File: src/rtl/core/lic_pkg.sv
// Package of the label identifier checker: widths, the reserved word table
// and character class helpers. No dependencies.
package lic_pkg;

   localparam int NUM_WORDS         = 28;
   localparam int NUM_POS           = 6;   // longest reserved word
   localparam int COUNT_W           = 6;
   localparam int COUNT_MAX         = 63;
   localparam int MAX_LABEL_LEN_DEF = 31;

   localparam logic [7:0] WORD_TEXT [NUM_WORDS][NUM_POS] = '{
      '{"m", "o", "v", 8'h00, 8'h00, 8'h00},
      '{"c", "m", "p", 8'h00, 8'h00, 8'h00},
      '{"a", "d", "d", 8'h00, 8'h00, 8'h00},
      '{"s", "u", "b", 8'h00, 8'h00, 8'h00},
      '{"l", "e", "a", 8'h00, 8'h00, 8'h00},
      '{"c", "l", "r", 8'h00, 8'h00, 8'h00},
      '{"n", "o", "t", 8'h00, 8'h00, 8'h00},
      '{"i", "n", "c", 8'h00, 8'h00, 8'h00},
      '{"d", "e", "c", 8'h00, 8'h00, 8'h00},
      '{"j", "m", "p", 8'h00, 8'h00, 8'h00},
      '{"b", "n", "e", 8'h00, 8'h00, 8'h00},
      '{"j", "s", "r", 8'h00, 8'h00, 8'h00},
      '{"r", "e", "d", 8'h00, 8'h00, 8'h00},
      '{"p", "r", "n", 8'h00, 8'h00, 8'h00},
      '{"r", "t", "s", 8'h00, 8'h00, 8'h00},
      '{"s", "t", "o", "p", 8'h00, 8'h00},
      '{"d", "a", "t", "a", 8'h00, 8'h00},
      '{"s", "t", "r", "i", "n", "g"},
      '{"e", "n", "t", "r", "y", 8'h00},
      '{"e", "x", "t", "e", "r", "n"},
      '{"r", "0", 8'h00, 8'h00, 8'h00, 8'h00},
      '{"r", "1", 8'h00, 8'h00, 8'h00, 8'h00},
      '{"r", "2", 8'h00, 8'h00, 8'h00, 8'h00},
      '{"r", "3", 8'h00, 8'h00, 8'h00, 8'h00},
      '{"r", "4", 8'h00, 8'h00, 8'h00, 8'h00},
      '{"r", "5", 8'h00, 8'h00, 8'h00, 8'h00},
      '{"r", "6", 8'h00, 8'h00, 8'h00, 8'h00},
      '{"r", "7", 8'h00, 8'h00, 8'h00, 8'h00}
   };

   localparam logic [2:0] WORD_LEN [NUM_WORDS] = '{
      3'd3, 3'd3, 3'd3, 3'd3, 3'd3, 3'd3, 3'd3, 3'd3,
      3'd3, 3'd3, 3'd3, 3'd3, 3'd3, 3'd3, 3'd3, 3'd4,
      3'd4, 3'd6, 3'd5, 3'd6,
      3'd2, 3'd2, 3'd2, 3'd2, 3'd2, 3'd2, 3'd2, 3'd2
   };

   // per-word step control handed to every cell
   typedef struct packed {
      logic advance;   // non-terminator word accepted
      logic clear;     // terminator accepted
   } step_type;

   function automatic logic is_letter(input logic [7:0] c);
      return ((c >= 8'h41) && (c <= 8'h5a)) || ((c >= 8'h61) && (c <= 8'h7a));
   endfunction

   function automatic logic is_digit(input logic [7:0] c);
      return (c >= 8'h30) && (c <= 8'h39);
   endfunction

endpackage

File: src/rtl/core/lic_cell.sv
// One position cell of the reserved word matcher: holds the position token
// and matches the current byte against every word at its position. Uses lic_pkg.
module lic_cell #(
   parameter int POS = 0
) (
   input  logic                          clock,
   input  logic                          reset,
   input  lic_pkg::step_type             step,
   input  logic [7:0]                    char_i,
   input  logic                          token_i,
   output logic                          token_o,
   output logic [lic_pkg::NUM_WORDS-1:0] match_o
);

   localparam logic TOKEN_INIT = (POS == 0);

   logic token_ff;
   logic token_in;

   always_comb begin
      priority if (step.clear) begin
         token_in = TOKEN_INIT;
      end else if (step.advance) begin
         token_in = token_i;
      end else begin
         token_in = token_ff;
      end
   end

   always_ff @(posedge clock) begin
      if (reset) begin
         token_ff <= TOKEN_INIT;
      end else begin
         token_ff <= token_in;
      end
   end

   always_comb begin
      for (int w = 0; w < lic_pkg::NUM_WORDS; w++) begin
         match_o[w] = token_ff && (POS < int'(lic_pkg::WORD_LEN[w]))
                      && (lic_pkg::WORD_TEXT[w][POS] == char_i);
      end
   end

   assign token_o = token_ff;

endmodule

File: config.mk
export PLATFORM = sky130hd
export DESIGN_NAME = lic_cell
export DESIGN_NICKNAME = d
export VERILOG_FILES = /design/src/rtl/core/lic_pkg.sv /design/src/rtl/core/lic_cell.sv
export SDC_FILE = /design/constraint.sdc
export NUM_CORES = 1
export LEC_CHECK = 0
export BUFFER_PORTS_ARGS = -buffer_cell sky130_fd_sc_hd__buf_2
export CELL_PAD_IN_SITES_DETAIL_PLACEMENT = 1
export CELL_PAD_IN_SITES_GLOBAL_PLACEMENT = 2
export CORE_ASPECT_RATIO = 0.75
export CORE_MARGIN = 2
export CORE_UTILIZATION = 13
export CTS_BUF_LIST = sky130_fd_sc_hd__clkbuf_4
export CTS_CLUSTER_SIZE = 12
export DETAILED_ROUTE_END_ITERATION = 8
export GPL_ROUTABILITY_DRIVEN = 0
export GPL_TIMING_DRIVEN = 0
export PLACE_DENSITY_LB_ADDON = 0.1
export SLEW_MARGIN = 40
export SYNTH_ARGS = -nofsm -noshare
export SYNTH_HDL_FRONTEND = slang
export SYNTH_SLANG_ARGS = --single-unit
File: constraint.sdc
create_clock -name clock -period 2.25 [get_ports clock]
set_clock_uncertainty 0.05 [all_clocks]
set_input_delay 0.3375 -clock clock [delete_from_list [all_inputs] [get_ports clock]]
set_output_delay 0.3375 -clock clock [all_outputs]
set_load 0.02 [all_outputs]
== After elaboration in Yosys (flattened, before gate mapping) ==
Cells that the tools add are included.

* Reduce and logical (&&, ||, !) cells: 14
* Mux-type cells: 0
* Shift-type cells: 0
* Bitwise gates (word level): 0
* Div/mod/pow operators: 0
* Magnitude comparators: 0
* Multiply operators: 0
* Equal/unequal tests: 13
* Add/subtract/negate cells: 0

{| class="wikitable"
|+ Operators with widths
! cell !! number
|-
| 7-bit by 8-bit == test with 1-bit output (first input constant) || 13
|-
| 1-bit logical AND || 13
|-
| 2-bit OR reduction || 1
|}

* Bits in registers: 1
* Bits in latches: 0
* Memories: 0
* Bits in writable memories: 0
* ROM bits: 0
* Logic and storage cells: 28

== Logic depth before layout (Yosys ltp) ==
* Depth after elaboration: 2
* Mapped depth: 4

== Worst setup path after synthesis ==
Ideal clock, no wire load.

* Path kind: reg2out
* From: reg token_ff (netlist: token_o)
* To: out match_o[14] in the netlist's numbering
* Buffers on the path: 1
* Path slack: -0.108 ns
* Arrival: 1.971 ns
* Cell stages (with the launch flop): 4
* Data required time: 1.862 ns
* Cells stage by stage: dfxtp_1 > nand4bb_1 > nor3_1 > buf_4

* Longest elaborated chain between the ends: 1

{| class="wikitable"
|+ Ends and longest elaborated chain
! element !! RTL line !! RTL
|-
| start, declared || lic_cell.sv:17 || <nowiki>logic token_ff;</nowiki>
|-
| start signal, assigned || lic_cell.sv:34 || <nowiki>token_ff <= token_in;</nowiki>
|-
| 1-bit logical AND || n/a ||
|-
| end, declared || lic_cell.sv:12 || <nowiki>output logic [lic_pkg::NUM_WORDS-1:0] match_o</nowiki>
|}

Every way passes these cells.

== Final worst setup path ==
* From: in char_i[3]
* To: out match_o[23] in the netlist's numbering

* Longest elaborated chain between the ends: 2

{| class="wikitable"
|+ Ends and longest elaborated chain
! element !! RTL line !! RTL
|-
| start, declared || lic_cell.sv:9 || <nowiki>input logic [7:0] char_i,</nowiki>
|-
| 7-bit by 8-bit == test with 1-bit output || lic_cell.sv:41 || <nowiki>&& (lic_pkg::WORD_TEXT[w][POS] == char_i);</nowiki>
|-
| 1-bit logical AND || lic_cell.sv:41 ||
|}

Every way passes these cells.

==> metrics <==
status=finished clean; Routed WL=1150 um; die height=48.0 um; switching share of power=39.3%; Final #Nets=102; initial antenna violation count=0; Final Cycle Share=91.4%; Non-Filler Instances=121; Ports=42; critical path required time=1860 ps; Hold WC Path Type=in2reg; hpwl dp=1020 um; setup violators final=0; Least-Margin Pin Slew=563 ps; WP data arrival=1670 ps; Clock Power Share=0%; number of port buffers=40; Mapped Cells=47; top cell type by total area after synthesis=buf_4; vias in the first global route=407; antenna cell count=0; max_slew headroom=62.3%; worst vdd ir=84.0 uV; Initial Util=14.2%; RSZ-0062 raised after global routing=no; Setup TNS=0 ps; area delta synth->final=73.9%; Detail Route Antenna Nets=0; Tot GR Track Use=7.19%; Seq pwr share=32.5%; cts hold-fix bufs=0; minimum clock period=2060 ps; Remaining DRCs=0; final max-slew violation count=0; Syn. warnings=0; crit end category=primary output; Post-Syn Area=335 um2; Placed Cells=121; vias per cell=3.75; Synth top area share=33.6%; DR pass1 iterations=2; maxcap violations=0; wire per inst=9.51 um; PD cells=104 nW/um2; CTS resizes=0; fmax=486 MHz; GRT Residual Overflow=0; routed vias=454; Netlist cell types=16; Die Area=3010 um2; Syn Nets=60; Net Sw Power=0.0238 mW; layout cell share with drive strength beyond 1=70.1%; nature of the critical path startpoint=input port; max reg flops=1; first-pass GRT wire length=1790 um; core box area=2360 um2; Worst-Skew Late Latency=0 ps; Int Pwr=0.0368 mW; worst-path fanout max=10; Reg clk slew, reported paths=0 ps; #FFs+latches synth=1; # rows=15; largest net degree at the start of global routing=11; combinational share of power=67.5%; Area contributors post-synth=buf_4, nor3_1, nand4bb_1; leak pwr=0.346 nW; Avg Inst Size Synth=7.13 um2; postcts setup bufs=0; share of the yosys chip area belonging to registers=5.97%; overall die width=62.6 um; Final Hold Fails=0; iteration-0 DRC count of the detailed router=3; WS Path Type=in2out
cell type report:
class / count / area, um2
buffer: 17 / 123
timing repair buffer: 40 / 200
sequential: 1 / 20.0
fill: 316 / 1780
inverter: 1 / 3.75
multi-input combinational: 28 / 194
tap: 34 / 42.5
final timing paths:
kind | from | endpoint | slack (ps) | cells past startpoint
hold reg to reg | token_o | token_o | 570 | 2
hold / removal | reset | token_o | 470 | 3
setup / recovery | char_i[3] | match_o[23] | 190 | 5
setup reg to reg | token_o | token_o | 1520 | 2
through the flow:
| stage | util, % | cell area, um2 | setup slack (ps) | total power [mW] | hold WS (ps) |
|---|---|---|---|---|---|
| 2_1_floorplan | - | 340 | 127 | 0.0424 | 374 |
| 3_3_place_gp | 24.7 | 583 | 196 | 0.0613 | 463 |
| 3_5_place_dp | 24.7 | 583 | 177 | 0.0613 | 468 |
| 4_1_cts | 24.7 | 583 | 169 | 0.0615 | 470 |
| 5_1_grt | 24.7 | 583 | 6.39 | 0.0658 | 495 |
| 6_report | 24.7 | 583 | 192 | 0.0606 | 467 |
layout by cell type (no fill, tap or decap), types with 2 or more instances in the layout:
cell and n:
buf_2 42, nor4_2 2, nor3_1 7, nand4bb_1 3
nor4_1 3, nand2b_1 2, nand2_1 4, buf_4 15
logic make-up (layout without fill, tap and decap cells):
family	Yosys count	count (layout)	share of synthesized area [%]
and+or+nand+nor	27	27	53.4
buffers and inverters	18	58	37.7
muxes	1	1	2.99
DFF	1	1	5.97
synthesized netlist by cell type, drive strengths merged:
library cell / instances
nand3b: 1
nand2b: 2
nor3: 8
or2: 1
or2b: 1
inv: 1
nor4: 5
nand4b: 1
nand4bb: 3
buf: 17
nand2: 4
nor2: 1
mux2i: 1
dfxtp: 1
layer usage:
layer,global-route usage [%],vias up,routed length [um]
met5,0,-,0
met1,8.80,207,466
met4,0,0,0
li1,-,231,-
met2,14.4,16,598
met3,1.41,0,86
power by group through the flow:
| stage | sequential (mW) | combinational, mW | clock, mW |
|---|---|---|---|
| after floorplan | 0.0202 | 0.0222 | 0 |
| after global placement | 0.0197 | 0.0416 | 0 |
| after detailed placement | 0.0198 | 0.0415 | 0 |
| after CTS | 0.0198 | 0.0418 | 0 |
| after global routing | 0.0199 | 0.0458 | 0 |
| final | 0.0197 | 0.0409 | 0 |
worst max-delay path, cell delays in order:
cell and delay, ps:
buf_2 120, nand4bb_1 310, nor3_2 540, buf_4 200
buf_2 150
Note: power is estimated with default switching activity, not from simulation.
